$ cat config.mk
export PLATFORM = sky130hd
export DESIGN_NAME = fba_bitmap_ram
export DESIGN_NICKNAME = d
export VERILOG_FILES = /design/src/rtl/fba_bitmap_ram.sv
export SDC_FILE = /design/constraint.sdc
export NUM_CORES = 2
export LEC_CHECK = 0
export ABC_AREA = 1
export BUFFER_PORTS_ARGS = -buffer_cell sky130_fd_sc_hd__buf_4
export CAP_MARGIN = 10
export CORE_UTILIZATION = 60
export DETAILED_ROUTE_END_ITERATION = 6
export PLACE_DENSITY_LB_ADDON = 0.05
export SYNTH_ARGS = -nofsm -noshare
export SYNTH_HDL_FRONTEND = slang
export SYNTH_SLANG_ARGS = --single-unit
$ cat constraint.sdc
create_clock -name clock -period 3.3 [get_ports clock]
set_input_delay 0.33 -clock clock [delete_from_list [all_inputs] [get_ports clock]]
set_output_delay 0.33 -clock clock [all_outputs]
set_load 0.02 [all_outputs]
$ cat src/rtl/fba_bitmap_ram.sv
// Used/free bitmap storage: one write port, one read port with registered data.
module fba_bitmap_ram #(
   parameter int DEPTH  = 128,
   parameter int WIDTH  = 32,
   parameter int ADDR_W = 7
) (
   input  logic              clock,
   input  logic              wr_en,
   input  logic [ADDR_W-1:0] wr_addr,
   input  logic [WIDTH-1:0]  wr_data,
   input  logic              rd_en,
   input  logic [ADDR_W-1:0] rd_addr,
   output logic [WIDTH-1:0]  rd_data
);

   logic [WIDTH-1:0] mem [DEPTH];
   logic [WIDTH-1:0] rd_data_ff;

   always_ff @(posedge clock) begin
      if (wr_en) begin
         mem[wr_addr] <= wr_data;
      end
   end

   always_ff @(posedge clock) begin
      if (rd_en) begin
         rd_data_ff <= mem[rd_addr];
      end
   end

   assign rd_data = rd_data_ff;

endmodule

==> flow_metrics.tcl <==
set metrics [dict create \
    clock-root-buffer "clkbuf_16" \
    power_density_nw_per_um2 597 \
    fin_crit_ns 2.71 \
    synth_top_flop_cell "edfxtp_1" \
    cpMostUsedCell "nand3_1" \
    gr-total-overflow 0 \
    clk_pin_slew_ns 0.06 \
    synth_top_area_share_pct 75.1 \
    cts_tree "yes" \
    die_h_um 526 \
    slew_headroom_pct 19.5 \
    start_kind "input pin" \
    antenna_found_initial 41 \
    critical_path_class "in -> reg" \
    fin_skew_ns 0.0470 \
    post_synth_num_cell_types 14 \
    final_cells 17600 \
    die-area_um2 277000 \
    io_buffers 80 \
    fin_crit_sh_pct 82.1 \
    grt_pass1_vias 104000 \
    maxCapViolations 0 \
    synthCells 13400 \
    crit_buf_inv 5 \
    finalSetupViolCount 0 \
    cts.sinks 4128 \
    path_cells "buf_16, inv_16, buf_12, buf_12, buf_4, nand2_1, nand3_1, nand3_1, nand3_1, nand3_1, nand3_1, nand3_1, nand2_1" \
    clk_latency_ns 0.98 \
    design_area_um2 187000 \
    ir_drop_v 0.000637 \
    core_area_um2 274000 \
    async_reset_ff_share_pct 0 \
    drive_above_1_share_pct 10.7 \
    yosys_warnings 0 \
    drc 1 \
    worst_slew_pin_slew_ns 1.21 \
    synth_most_common_cell "nand2_1" \
    worst_ep_arrival_time_ns 3.48 \
    via_per_inst 6.38 \
    cts-htree-levels 5 \
    p_leak_nw 65.9 \
    hold_viol 0 \
    start_util_pct 60.3 \
    ant_nets 0 \
    synth_area_leader_cell "edfxtp_1" \
    placed_cells 16900 \
    grt_pass1_wl_mm 731 \
    hp-class "in -> reg" \
    wirelength_mm 511 \
    netlist_top_cells_count "nand2_1 (4151), edfxtp_1 (4128), nand3_1 (4035), buf_2 (602), nor2_1 (134)" \
    detailed_place_hpwl_mm 295 \
    final_nets 13800 \
    pin_count 81 \
    grt_max_degree 129 \
    critPathTopFamily "simple AND/OR/NAND/NOR gates" \
    final_util_pct 68.5 \
    outcome "finished, violations left" \
    ys_seq_elements 4128 \
    synth_edf_count 4128 \
    rows 192 \
    n_fill_cell 19100 \
    required_ns 4.07 \
    cts_buffers 411 \
    synth_area_per_cell_um2 12.3 \
    violations "DRC" \
    vias 113000 \
    slew_viol_final 0 \
    netlist_area_um2 165000 \
    place.gp.congestion 0.928 \
    area_delta_synth_final_pct 13.6 \
    die_w_um 526 \
    crit_slowest_cell "nand3_1" \
    cp_max_fo 65 \
    grt_use_total_pct 36.7 \
    wl_per_cell_um 29.0 \
    power_w 0.112 \
    synth_area_leaders "edfxtp_1 (75%), nand3_1 (12%), nand2_1 (9.4%), buf_2 (1.8%), buf_4 (0.39%)" \
    ys_seq_area_share_pct 75.1 \
    syn-num-nets 13400 \
    max_freq_mhz 369 \
    cp-end-kind "flip-flop" \
    slowest_delay_ns 0.54 \
    clockBufferDepth 4 \
    drtIter0Drc 16700 \
    rsz0062_at_grt "false" \
    drtPass1Iterations 7 \
    placed_cell_area_um2 174000 \
]
worst reg2reg max path: stages (launching register included):
cell,delay [ns]
edfxtp_1,0.37
nand2_1,0.08
nand3_1,0.08
nand3_1,0.10
nand3_1,0.20
nand3_1,0.18
nand3_1,0.43
nand3_1,0.58
nand2_1,0.18
state kept, by name, indices dropped and copies added, names as in the netlist:
signal   count
mem       4096
rd_data     32
area by class of cell:
type | count | area (µm²) | area share, %
Inverter | 24 | 140 | 0.0748
Clock inverter | 240 | 2330 | 1.24
Clock buffer | 512 | 10800 | 5.78
Tap cell | 3589 | 4490 | 2.40
Multi-Input combinational cell | 8328 | 37300 | 19.9
Timing Repair Buffer | 814 | 8330 | 4.45
Sequential cell | 4128 | 124000 | 66.1
Antenna cell | 13 | 32.5 | 0.0174
per-stage QoR:
step	TNS, ns	hold WS (ns)	setup WS [ns]
after global placement	-1.74	0.642	-0.247
after floorplan	0	0.429	0.572
final	0	0.0676	0.590
after global routing	0	0.0565	0.543
after detailed placement	-1.82	0.641	-0.260
after CTS	0	0.00626	0.747
report_power, final:
part | internal [W] | leakage [nW] | switching (W) | total (W)
clock network | 0.0265 | 6.46 | 0.0197 | 0.0462
logic | 0.00200 | 22.3 | 0.00572 | 0.00772
registers | 0.0579 | 37.1 | 0.0000959 | 0.0580
total | 0.0864 | 65.9 | 0.0255 | 0.112
cells in the final DEF (no fill, tap or decap):
cell type,n
nand2_1,4143
edfxtp_1,4128
nand3_1,4035
buf_4,615
clkbuf_16,419
buf_12,169
nor2_4,128
clkbuf_1,93
clkinv_1,92
clkinv_2,83
bufinv_16,42
dlygate4sd3_1,25
inv_1,17
diode_2,13
clkinv_8,9
nor3_1,8
nand2_2,8
nor2_1,6
inv_6,6
clkinvlp_4,4
buf_8,3
inv_16,2
inv_8,2
inv_2,2
clkinv_16,2
clkinv_4,2
inv_4,1
buf_16,1
buf_6,1
cells by family after synthesis:
logic type | share of synthesized area (%)
and+or+nand+nor | 22.0
buffers and inverters | 2.84
DFF | 75.1
per-layer routing:
metal / part of all wire [%] / wire (µm) / global-route usage (%)
met4: 5.4 / 27600 / 17.8
met5: 0.067 / 345 / 0
met1: 37 / 191000 / 52.5
met2: 44 / 224000 / 53.8
met3: 13 / 67800 / 8.04
what timing repair did:
action,CTS,global route
buffers inserted,0,0
hold buffers,25,0
hold endpoints to repair,669,0
resized for setup,0,0
setup endpoints to repair,0,0
path summary, 6_finish.rpt:
path	start	endpoint	slack (ns)	cells after the start
hold reg to reg	mem[20][1]	rd_data[1]	0.95	8
setup reg to reg	mem[52][11]	rd_data[11]	0.80	8
hold / removal	wr_data[6]	mem[53][6]	0.07	1
setup / recovery	rd_addr[0]	rd_data[30]	0.59	13
No activity file was read; power rests on OpenSTA's default activity.
