===== config.mk =====
export PLATFORM = sky130hd
export DESIGN_NAME = fba_frame_split
export DESIGN_NICKNAME = d
export VERILOG_FILES = /design/src/rtl/fba_pkg.sv /design/src/rtl/fba_frame_split.sv
export SDC_FILE = /design/constraint.sdc
export NUM_CORES = 1
export LEC_CHECK = 0
export BUFFER_PORTS_ARGS = -buffer_cell sky130_fd_sc_hd__buf_2
export CAP_MARGIN = 5
export CORE_MARGIN = 2
export CORE_UTILIZATION = 30
export CTS_CLUSTER_DIAMETER = 50
export CTS_CLUSTER_SIZE = 24
export DETAILED_ROUTE_END_ITERATION = 10
export HOLD_SLACK_MARGIN = 0.06
export PLACE_DENSITY_LB_ADDON = 0.1
export SYNTH_ARGS = -nofsm -noshare
export SYNTH_HDL_FRONTEND = slang
export SYNTH_SLANG_ARGS = --single-unit

===== constraint.sdc =====
create_clock -name clock -period 8.9 [get_ports clock]
set_input_delay 1.78 -clock clock [delete_from_list [all_inputs] [get_ports clock]]
set_output_delay 1.78 -clock clock [all_outputs]
set_load 0.01 [all_outputs]

===== src/rtl/fba_pkg.sv =====
// Shared types and constants of the frame bitmap allocator.
package fba_pkg;

   localparam int NUM_FRAMES_DEF = 4096;
   localparam int WORD_BITS_DEF  = 32;

   // The frame number field is 12 bits, so only the first 4096 frames are reachable.
   localparam int FRAME_W      = 12;
   localparam int FIELD_FRAMES = 4096;

   typedef enum logic {
      REQ_ALLOC = 1'b0,
      REQ_FREE  = 1'b1
   } req_kind_type;

   typedef enum logic [1:0] {
      ST_DONE    = 2'd0,
      ST_NOOP    = 2'd1,
      ST_NO_FREE = 2'd2
   } status_type;

   typedef enum logic [2:0] {
      S_CLEAR,
      S_IDLE,
      S_SCAN,
      S_FREE_DIV,
      S_FREE_RD,
      S_FREE_WR
   } state_type;

endpackage


===== src/rtl/fba_frame_split.sv =====
// Splits a frame number into bitmap word index and bit position (reciprocal multiply).
module fba_frame_split #(
   parameter int WORD_BITS = 32,
   parameter int ADDR_W    = 7,
   parameter int BIT_W     = 5
) (
   input  logic                        clock,
   input  logic [fba_pkg::FRAME_W-1:0] frame_i,
   output logic [ADDR_W-1:0]           word_o,
   output logic [BIT_W-1:0]            bit_o
);

   localparam int SHIFT   = 20;
   localparam int RECIP_W = SHIFT + 1 - $clog2(WORD_BITS);
   localparam int PROD_W  = fba_pkg::FRAME_W + RECIP_W;
   localparam int REM_W   = fba_pkg::FRAME_W + 1;
   localparam logic [RECIP_W-1:0] RECIP = RECIP_W'((1 << SHIFT) / WORD_BITS);

   logic [PROD_W-1:0]           prod;
   logic [fba_pkg::FRAME_W-1:0] qest_ff;
   logic [fba_pkg::FRAME_W-1:0] qest_in;
   logic [REM_W-1:0]            rem;
   logic                        wrap;

   // quotient estimate is exact or one short; one compare fixes it
   assign prod    = PROD_W'(frame_i) * PROD_W'(RECIP);
   assign qest_in = fba_pkg::FRAME_W'(prod >> SHIFT);

   always_ff @(posedge clock) begin
      qest_ff <= qest_in;
   end

   assign rem  = REM_W'(frame_i) - REM_W'(int'(qest_ff) * WORD_BITS);
   assign wrap = rem >= REM_W'(WORD_BITS);

   assign bit_o  = wrap ? BIT_W'(rem - REM_W'(WORD_BITS)) : BIT_W'(rem);
   assign word_o = ADDR_W'(qest_ff + fba_pkg::FRAME_W'(wrap));

endmodule


==> flow_summary_export.csv <==
group,metric,value,unit
logic_synthesis,async_reset_ff_share,0,%
worst_hold_path,min_from,"frame_i[5]",
final_layout,largest_reg_flops,7,
timing,whs,1.641,ns
die,core-area,1745,um2
timing,fin_crit,5.756,ns
logic_synthesis,ys_top_cells_by_area,"dfxtp_1 (25%), ha_1 (20%), buf_4 (6.6%), inv_1 (6.6%), xnor2_1 (6.2%)",
logic_synthesis,syn_area_per_cell,8.720,um2
die,die_x,47.47,um
pwr,power.density,135.8,nW/um2
logic_synthesis,synth_top_cells_by_count,"inv_1 (10), ha_1 (9), dfxtp_1 (7), buf_4 (5)",
global_routing,grt_first_pass_wirelength,1704,um
logic_synthesis,postSynthCellCount,65,
final_layout,antenna_cells,0,
cts,clock-sinks,7,
worst_hold_path,min_to,"qest_ff[0]",
setup_path,critPathSlowestCell,"fa_1",
cts,ctsResizeCount,0,
setup_path,cp_common_cell,"ha_1",
setup_path,crit_path_end_kind,"output port",
logic_synthesis,yosysMostFrequentCell,"inv_1",
setup_path,critPathMaxStageDelay,0.41,ns
routing,ant_nets,0,
placed_design,dp.cells,99,
pwr,clock_power_share,33.0,%
final_layout,final-seq-area,140.1,um2
global_routing,grt_usage,11.37,%
routing,drt_iter0_markers,5,
pwr,irDropWorstVdd,0.04786,mV
routing,dr_total_vias,462,
global_routing,overflow,0,
pwr,total_leakage_power,0.3316,nW
cts,cts.clk_slew.worst_paths,0.05,ns
cts,cts_hold_buf,0,
timing,setup_violations,0,
flow_run,cap_violations,0,
final_layout,nNetsFinal,102,
timing,fmax,173.7,MHz
final_layout,fillers,197,
routing,vias_per_cell,4.485,
setup_path,cp_num_buf_inv,3,
run_status,status,"completed",
worst_hold_path,hold_path.class,"primary input to flip-flop",
pwr,p_sw_share,29.82,%
logic_synthesis,synth_seq_cells,7,
die,dieHeight,47.47,um
logic_synthesis,synth_warnings,0,
setup_path,crit_fanout,3,
pwr,internal_power,62.60,uW
cts,cts-root-buf,"clkbuf_4",
pwr,power,89.20,uW
final_layout,area_growth,15.89,%
routing,remaining_drc_errors,0,
final_layout,final_area,656.9,um2
global_routing,grt_pass1_vias,420,
logic_synthesis,synth_ff_type,"dfxtp_1",
final_layout,top_register,"qest_ff",
setup_path,arrival,3.98,ns
placed_design,place_area,630.6,um2
logic_synthesis,synth_cell_types,24,
logic_synthesis,yosysTopAreaCellShare,24.72,%
setup_path,crit_type,"primary input to output port",
timing,worst_pin_slew,0.3558,ns
placed_design,dp_hpwl,926.8,um
final_layout,multi_input_area,351.6,um2
logic_synthesis,synth-seq-area-share,24.72,%
final_layout,reg.largest.list,"qest_ff (7)",
worst_hold_path,holdPathStages,1,
die,die_area,2253,um2
final_layout,post-route-util,37.63,%
timing,hold_viol,0,
pwr,seqPwrFrac,38.9,%
timing,drv_slew,0,
logic_synthesis,yosysTopAreaCell,"dfxtp_1",
cts,post-cts-setup-buffers,0,
cts,cts_tree,"done",
routing,wire_per_inst,10.17,um
die,floorplan.rows,15,
logic_synthesis,synth.net_count,88,
placed_design,routabilityCongestion,0.7393,
cts,cts_buffers,3,
logic_synthesis,netlist_area,566.8,um2
timing,fin_crit_sh,64.68,%
cts,clk_path_buf_depth,2,
final_layout,final_layout_size_suffix_gt1_share,23.08,%
routing,drt-pass1-iter-count,4,
pwr,power_switching,26.60,uW
timing,rsz0062_at_grt,"no",
die,num_io_pins,25,
placed_design,port_buffers,14,
final_layout,fin_cells,103,
cts,h-tree-depth,1,
global_routing,grt_max_degree,6,
setup_path,critPathTopFamily,"adder cells",
die,start_util,32.47,%
placed_design,post-place-ws,3.111,ns
timing,setup_slack,3.144,ns
pwr,combPwrFrac,28.2,%
timing,tns,0,ns
timing,maxSlewHeadroom,76.08,%
setup_path,critical_path.cell_chain,"buf_2 > inv_1 > ha_1 > fa_1 > nor2b_1 > o21a_1 > o221ai_1 > o41ai_1 > nand4_1 > ha_1 > ha_1 > nand3_1 > xnor2_1 > buf_2",
setup_path,cp-start-kind,"primary input",
logic_synthesis,synth_edf_count,0,
routing,wl,1048,um
global_routing,antenna_found_initial,0,
setup_path,required,7.12,ns
==> area by class of cell <==
cell class | count | share of cell area [%]
inverter | 10 | 5.714
clock buffer | 4 | 4.000
multi-input combinational | 43 | 53.52
timing repair buffer | 14 | 10.67
tap | 25 | 4.762
sequential | 7 | 21.33
==> how the worst max path moves through the flow <==
stage / start / endpoint / cells after the start
after floorplan: frame_i[5] / word_o[6] / 12
after global placement: frame_i[5] / word_o[6] / 14
after detailed placement: frame_i[5] / word_o[6] / 14
after CTS: frame_i[5] / word_o[6] / 14
after global routing: frame_i[5] / word_o[6] / 14
final: frame_i[5] / word_o[6] / 14
==> kinds of logic (layout without fill, tap and decap cells) <==
kind of cell	count (synthesis)	in the layout	synth area share, %
compound gates	10	10	12.36
buf+inv	15	28	13.25
mux	1	1	1.766
flops	7	7	24.72
fa+ha+maj	10	10	23.40
simple gates	16	16	15.23
xor+xnor	6	6	9.271
==> per-layer routing <==
metal | part of all wire, % | routed length [um] | global-route usage [%]
met1 | 46 | 486 | 15.30
met5 | 0 | 0 | 0
met2 | 42 | 441 | 15.14
met3 | 9.2 | 96 | 3.396
met4 | 2.2 | 23 | 8.333
==> cell usage in the layout, fill, tap and decap left out, types with 2 or more instances in the layout <==
cell,n
nor2_1,4
inv_1,10
nand3_1,4
xor2_1,2
o21ai_0,2
o21a_1,2
buf_2,14
ha_1,9
xnor2_1,4
nand2_1,3
dfxtp_1,7
clkbuf_4,3
==> power by group through the flow <==
stage / clock [mW] / sequential (mW) / combinational (mW)
6_report: 0.0294 / 0.0347 / 0.0251
5_1_grt: 0.0317 / 0.0349 / 0.0290
4_1_cts: 0.0308 / 0.0347 / 0.0254
3_5_place_dp: 0 / 0.0354 / 0.0252
3_3_place_gp: 0 / 0.0354 / 0.0257
2_1_floorplan: 0 / 0.0350 / 0.0206
Note: power is estimated with default switching activity, not from simulation.
