`src/rtl/fba_free_bit_find.sv`:
```
// Lowest clear bit of a bitmap word: presence, position and the word with it set.
module fba_free_bit_find #(
   parameter int WORD_BITS = 32,
   parameter int BIT_W     = 5
) (
   input  logic [WORD_BITS-1:0] word_i,
   output logic                 found_o,
   output logic [BIT_W-1:0]     bit_o,
   output logic [WORD_BITS-1:0] set_word_o
);

   logic [WORD_BITS-1:0] low_clear;
   logic [BIT_W-1:0]     idx;

   // isolate the lowest zero: one-hot, or zero when the word is full
   assign low_clear = ~word_i & (word_i + WORD_BITS'(1));

   always_comb begin
      idx = '0;
      for (int i = 0; i < WORD_BITS; i++) begin
         if (low_clear[i]) begin
            idx = idx | BIT_W'(i);
         end
      end
   end

   assign found_o    = |low_clear;
   assign bit_o      = idx;
   assign set_word_o = word_i | low_clear;

endmodule

```
`config.mk`:
```
export PLATFORM = sky130hd
export DESIGN_NAME = fba_free_bit_find
export DESIGN_NICKNAME = d
export VERILOG_FILES = /design/src/rtl/fba_free_bit_find.sv
export SDC_FILE = /design/constraint.sdc
export NUM_CORES = 1
export LEC_CHECK = 0
export BUFFER_PORTS_ARGS = -buffer_cell sky130_fd_sc_hd__buf_4
export CAP_MARGIN = 20
export CORE_ASPECT_RATIO = 1.25
export CORE_MARGIN = 8
export CORE_UTILIZATION = 30
export DETAILED_ROUTE_END_ITERATION = 8
export GPL_ROUTABILITY_DRIVEN = 0
export PLACE_DENSITY = 0.67
export SLEW_MARGIN = 20
export SYNTH_ARGS = -nofsm -noshare
export SYNTH_HDL_FRONTEND = slang
export SYNTH_SLANG_ARGS = --single-unit
```
`constraint.sdc`:
```
create_clock -name vclk -period 3.2
set_input_delay 0.16 -clock vclk [all_inputs]
set_output_delay 0.16 -clock vclk [all_outputs]
set_load 0.005 [all_outputs]
```
==> qor.yml, run 1 <==
critPathMaxFanout: 9
netlist_instances: 121
rsz0062_at_grt: "no"
die_area_um2: 4300
dp_hpwl_um: 2900
cts_hold_buf: 0
power.density_nw_per_um2: 103
fp.dieH_um: 71.4
dp.cells: 221
yosys.area_share.xor_xnor_pct: 0
p_seq_share_pct: 0
fin_nets: 222
synthTopCellsByArea: "nand2_1, o21bai_1, nand4_1, o21ai_0, a21o_1"
viasPerCell: 5.35
slew_viol_final: 0
critPathKind: "in -> out"
grt_pass1_wl_um: 5260
arrival_ns: 1.89
drive_above_1_share_pct: 40.4
n_fill_cell: 257
outcome: "finished clean"
synth_top_area_share_pct: 9.18
drt-pass1-iter-count: 4
yosysTopAreaCell: "nand2_1"
yosys.area_share.adder_pct: 0
seq_area_um2: 0
post_drt_wl_per_cell_um: 15.1
critPathLaunchType: "input pin"
p_leak_nw: 0.609
grt_pass1_vias: 1149
fp.dieW_um: 60.3
synth_area_per_cell_um2: 6.08
combPwrFrac_pct: 100.0
ant_nets: 0
finalCritPeriodShare_pct: 64.0
cap_violations: 0
start_util_pct: 30.9
finalCriticalPeriod_ns: 2.05
cp_data_required_time_ns: 3.04
tns_ns: 0
core_region_area_um2: 2380
antenna_found_initial: 0
routed_wl_um: 3330
nClkBuffers: 0
drtIter0Drc: 48
vias: 1183
synth_top_family_by_area: "simple AND/OR/NAND/NOR gates"
swShare_pct: 44.6
drcViolationCount: 0
synthMuxAreaShare_pct: 0
syn_area_um2: 736
yosysMostFrequentCell: "nand2_1"
num_antenna_cells: 0
synth_compound_gate_area_share_pct: 41.0
finalSetupViolations: 0
tightest_slew_ns: 0.724
grt_max_degree: 10
track_usage_pct: 14.5
clock_power_share_pct: 0
power_switching_mw: 0.0589
fmax_mhz: 488
p_int_mw: 0.0732
cts_resized: 0
synth_cell_types: 37
fp-row-count: 20
synth-simple-area-share_pct: 51.9
seq_cells: 0
final_cells: 221
hold_path.class: "in -> out"
postCtsSetupRepairBufs: 0
io_pins: 70
yosysWarnings: 0
slew_headroom_pct: 51.4
portBuffers: 69
ir_drop_uv: 52.4
timing.final.hold_violations: 0
areaGrowthSynthToFinish_pct: 73.5
ys_seq_area_share_pct: 0
overflow: 0
synthTopCellsByCount: "nand2_1, o21ai_0, nand4_1, o21bai_1, inv_1"
critical_path.endpoint_type: "primary output"
synth_fp_nets: 153
==> power by group through the flow <==
stage	logic (mW)	registers [mW]	clock network (mW)
6_report	0.132	0	0
5_1_grt	0.145	0	0
4_1_cts	0.133	0	0
3_5_place_dp	0.132	0	0
3_3_place_gp	0.132	0	0
2_1_floorplan	0.0425	0	0
==> worst max-delay path, stage by stage <==
cell,delay (ns)
buf_4,0.10
nand4_1,0.16
or3_1,0.57
or4_4,0.58
o221ai_2,0.17
buf_4,0.13
==> through the flow <==
| stage | utilization [%] | hold slack (ns) | cell area [um2] | setup WS [ns] | power [mW] |
|---|---|---|---|---|---|
| finish | 53.7 | 0.585 | 1280 | 1.15 | 0.132 |
| floorplan | - | 0.393 | 736 | 1.52 | 0.0425 |
| global route | 53.7 | 0.609 | 1280 | 0.969 | 0.145 |
| detailed placement | 53.7 | 0.588 | 1280 | 1.17 | 0.132 |
| global placement | 53.7 | 0.592 | 1280 | 1.18 | 0.132 |
| CTS | 53.7 | 0.588 | 1280 | 1.16 | 0.133 |
==> final timing paths <==
check / cells past startpoint / slack, ns / startpoint / to
max: 6 / 1.15 / word_i[10] / bit_o[0]
min: 3 / 0.59 / word_i[11] / set_word_o[11]
==> routing by layer <==
layer	GRT usage [%]	wire, um
met1	15.8	1310
met5	0	0
met2	27.6	1660
met4	0	0
met3	4.12	356
==> area by class of cell <==
type	instances	area, um2	share of cell area, %
multi-input cells	111	687	53.8
repair buffers	69	518	40.6
inverters	8	30.0	2.35
well taps	33	41.3	3.24
==> layout by cell type, fill, tap and decap left out, types with 3 or more instances in the layout <==
cell and n:
nand2b_1 5, nand3_1 7, nand4_1 9, inv_1 8
or2_2 3, a21oi_1 3, nor3_1 4, buf_4 69
a21o_1 5, nor2_1 7, nand2_1 18, o21bai_1 9
o21ai_0 11
==> cell families after synthesis <==
family	Yosys count
AOI/OAI and AO/OA	42
and+or+nand+nor	68
buffers and inverters	10
other	1
No activity file was read; power rests on OpenSTA's default activity.
==> run 2: changes to the inputs <==
clock period = 1.91 ns   (was 3.2 ns; I/O delays follow)
==> qor.yml, run 2 (synthesis results as in run 1) <==
grt_pass1_wl_um: 5310
highest_layer: "met4"
rsz0062_at_grt: "no"
start_util_pct: 30.9
dp_hpwl_um: 2980
drcViolationCount: 0
nClkBuffers: 0
finalCriticalPeriod_ns: 1.75
final_cell_mix: "buf_4, nand2_1, o21ai_0"
critPathKind: "in -> out"
grt_max_degree: 8
areaGrowthSynthToFinish_pct: 79.6
p_leak_nw: 0.636
drt-pass1-iter-count: 4
postCtsSetupRepairBufs: 0
outcome: "finished clean"
drive_above_1_share_pct: 42.3
seq_cells: 0
critPathMaxFanout: 6
final_common_cell: "buf_4"
slew_headroom_pct: 65.2
dr_wl_met3_um: 344
num_antenna_cells: 0
final_core_util_pct: 55.6
io_pins: 70
fin_nets: 228
finalSetupViolations: 0
cts_resized: 0
cts_hold_buf: 0
critical_path.endpoint_type: "primary output"
vias: 1219
routed_wl_um: 3440
fp.dieH_um: 71.4
hold_path.class: "in -> out"
wl_met1_um: 1330
antenna_found_initial: 0
viasPerCell: 5.37
tns_ns: 0
grt_pass1_vias: 1242
fp.dieW_um: 60.3
seq_area_um2: 0
tightest_slew_ns: 0.518
pre_cts_slack_ns: 0.184
setup_slack_ns: 0.162
die_area_um2: 4300
ir_drop_uv: 88.1
fmax_mhz: 572
slew_viol_final: 0
finalCritPeriodShare_pct: 91.5
critPathLaunchType: "input pin"
fp-row-count: 20
ant_nets: 0
drtIter0Drc: 31
cp_data_required_time_ns: 1.81
power.density_nw_per_um2: 171
post_drt_wl_per_cell_um: 15.1
route.met2.wl_um: 1750
arrival_ns: 1.65
timing.final.hold_violations: 0
overflow: 0
portBuffers: 69
cap_violations: 0
core_region_area_um2: 2380
track_usage_pct: 14.6
[run 2: changes by cell type in the layout (fill, tap and decap cells not counted), sizes merged]
| cell | before | now |
|---|---|---|
| buf | 69 | 75 |
[run 2: routing by layer]
metal	track usage (%)	vias to the layer above
li1	-	615
met1	14.7	533
met2	29.5	69
met3	3.41	2
met4	0.532	0
met5	0	-
[run 2: through the flow]
step	cell area, um2	total power, mW	hold WS [ns]	instances
global placement	1320	0.224	0.458	227
global route	1320	0.246	0.479	227
floorplan	736	0.0711	0.264	121
finish	1320	0.225	0.463	227
CTS	1320	0.227	0.461	227
detailed placement	1320	0.226	0.457	227
[run 2: cell type report]
cell class | count | area, um2
repair buffers | 75 | 563
multi-input cells | 111 | 687
well taps | 33 | 41.3
fillers | 254 | 1060
inverters | 8 | 30.0
[run 2: power breakdown]
group / switching, mW / internal, mW / total [mW]
Clock: 0 / 0 / 0
Sequential: 0 / 0 / 0
Combinational: 0.100 / 0.125 / 0.225
Total: 0.100 / 0.125 / 0.225
[run 2: worst max-delay path: stages]
cell,delay (ns)
buf_4,0.10
nand4_1,0.10
or3_1,0.48
or4_4,0.56
o221ai_2,0.17
buf_4,0.14
[run 2: worst paths after layout]
kind	start	endpoint	slack, ns	depth (start not counted)
setup / recovery	word_i[10]	bit_o[0]	0.16	6
hold / removal	word_i[9]	set_word_o[9]	0.46	3
==> run 3: changes to the inputs <==
CELL_PAD_IN_SITES_DETAIL_PLACEMENT = 0   (was unset)
CELL_PAD_IN_SITES_GLOBAL_PLACEMENT = 1   (was unset)
CORE_UTILIZATION = 23   (was 30)
PLACE_DENSITY = 0.82   (was 0.67)
==> qor.yml, run 3 (synthesis results as in run 1) <==
tns_ns: 0
vias: 1196
core_region_area_um2: 3140
drtIter0Drc: 82
ant_nets: 0
route.met2.wl_um: 1810
critical_path.endpoint_type: "primary output"
cap_violations: 0
seq_cells: 0
nClkBuffers: 0
finalCritPeriodShare_pct: 89.7
final_cell_mix: "buf_4, nand2_1, o21ai_0"
overflow: 0
rsz0062_at_grt: "no"
fp.dieH_um: 79.2
hold_path.class: "in -> out"
post_drt_wl_per_cell_um: 15.0
finalSetupViolations: 0
worstHoldPathCells: 3
antenna_found_initial: 0
drive_above_1_share_pct: 42.3
critPathKind: "in -> out"
fmax_mhz: 584
drt-pass1-iter-count: 4
ir_drop_uv: 71.3
grt_pass1_wl_um: 5480
dr_wl_met3_um: 291
p_total_mw: 0.225
power.density_nw_per_um2: 169
highest_layer: "met3"
timing.final.hold_violations: 0
cts_hold_buf: 0
fp.dieW_um: 66.6
fin_nets: 228
min-delay-start: "word_i[11]"
fp-row-count: 23
critPathLaunchType: "input pin"
p_leak_nw: 0.636
slew_viol_final: 0
io_pins: 70
track_usage_pct: 12.0
outcome: "finished clean"
holdPathEnd: "set_word_o[11]"
worst_hold_slack_ns: 0.466
grt_pass1_vias: 1235
postCtsSetupRepairBufs: 0
critPathMaxFanout: 8
n_fill_cell: 359
drcViolationCount: 0
dp_hpwl_um: 3050
die_area_um2: 5280
cts_resized: 0
viasPerCell: 5.18
portBuffers: 69
final_common_cell: "buf_4"
wl_met1_um: 1360
start_util_pct: 23.5
areaGrowthSynthToFinish_pct: 80.3
grt_max_degree: 9
num_antenna_cells: 0
arrival_ns: 1.62
seq_area_um2: 0
routed_wl_um: 3460
finalCriticalPeriod_ns: 1.71
cp_data_required_time_ns: 1.81
==> run 3: cell counts in the layout (fill, tap and decap cells not counted) <==
No cell type changed its count.
==> run 3: per-layer routing <==
layer  track usage, %  vias to the layer above
met5                0                        -
met4                0                        0
met3             2.39                        0
met2             23.6                       45
met1             13.3                      537
li1                 -                      614
==> run 3: where the power goes <==
part           switching [mW]  total (mW)  internal (mW)  leakage (nW)
combinational          0.0991       0.225          0.126         0.636
sequential                  0           0              0             0
clock                       0           0              0             0
==> run 3: final cells by class <==
cell class,count,area [um2],share of cell area [%]
inverter,8,30.0,2.26
multi-input combinational,111,687,51.8
tap,37,46.3,3.49
timing repair buffer,75,563,42.5
==> run 3: worst max-delay path, cell delays in order <==
cell	delay [ns]
buf_4	0.12
nand4_4	0.15
or3_1	0.41
or4_4	0.54
o221ai_2	0.17
buf_4	0.14
==> run 3: worst max path at each step <==
stage | from | to | cells after the start
floorplan | word_i[9] | bit_o[0] | 5
global placement | word_i[0] | bit_o[1] | 7
detailed placement | word_i[0] | bit_o[1] | 7
CTS | word_i[0] | bit_o[1] | 7
global route | word_i[0] | bit_o[1] | 7
finish | word_i[0] | bit_o[0] | 6
==> run 3: stage by stage <==
step	instance area (um2)	setup WS (ns)	std cells	utilization, %
CTS	1330	0.182	231	42.3
finish	1330	0.196	231	42.3
global route	1330	0.0963	231	42.3
global placement	1330	0.201	231	42.3
floorplan	736	0.355	121	-
detailed placement	1330	0.190	231	42.3
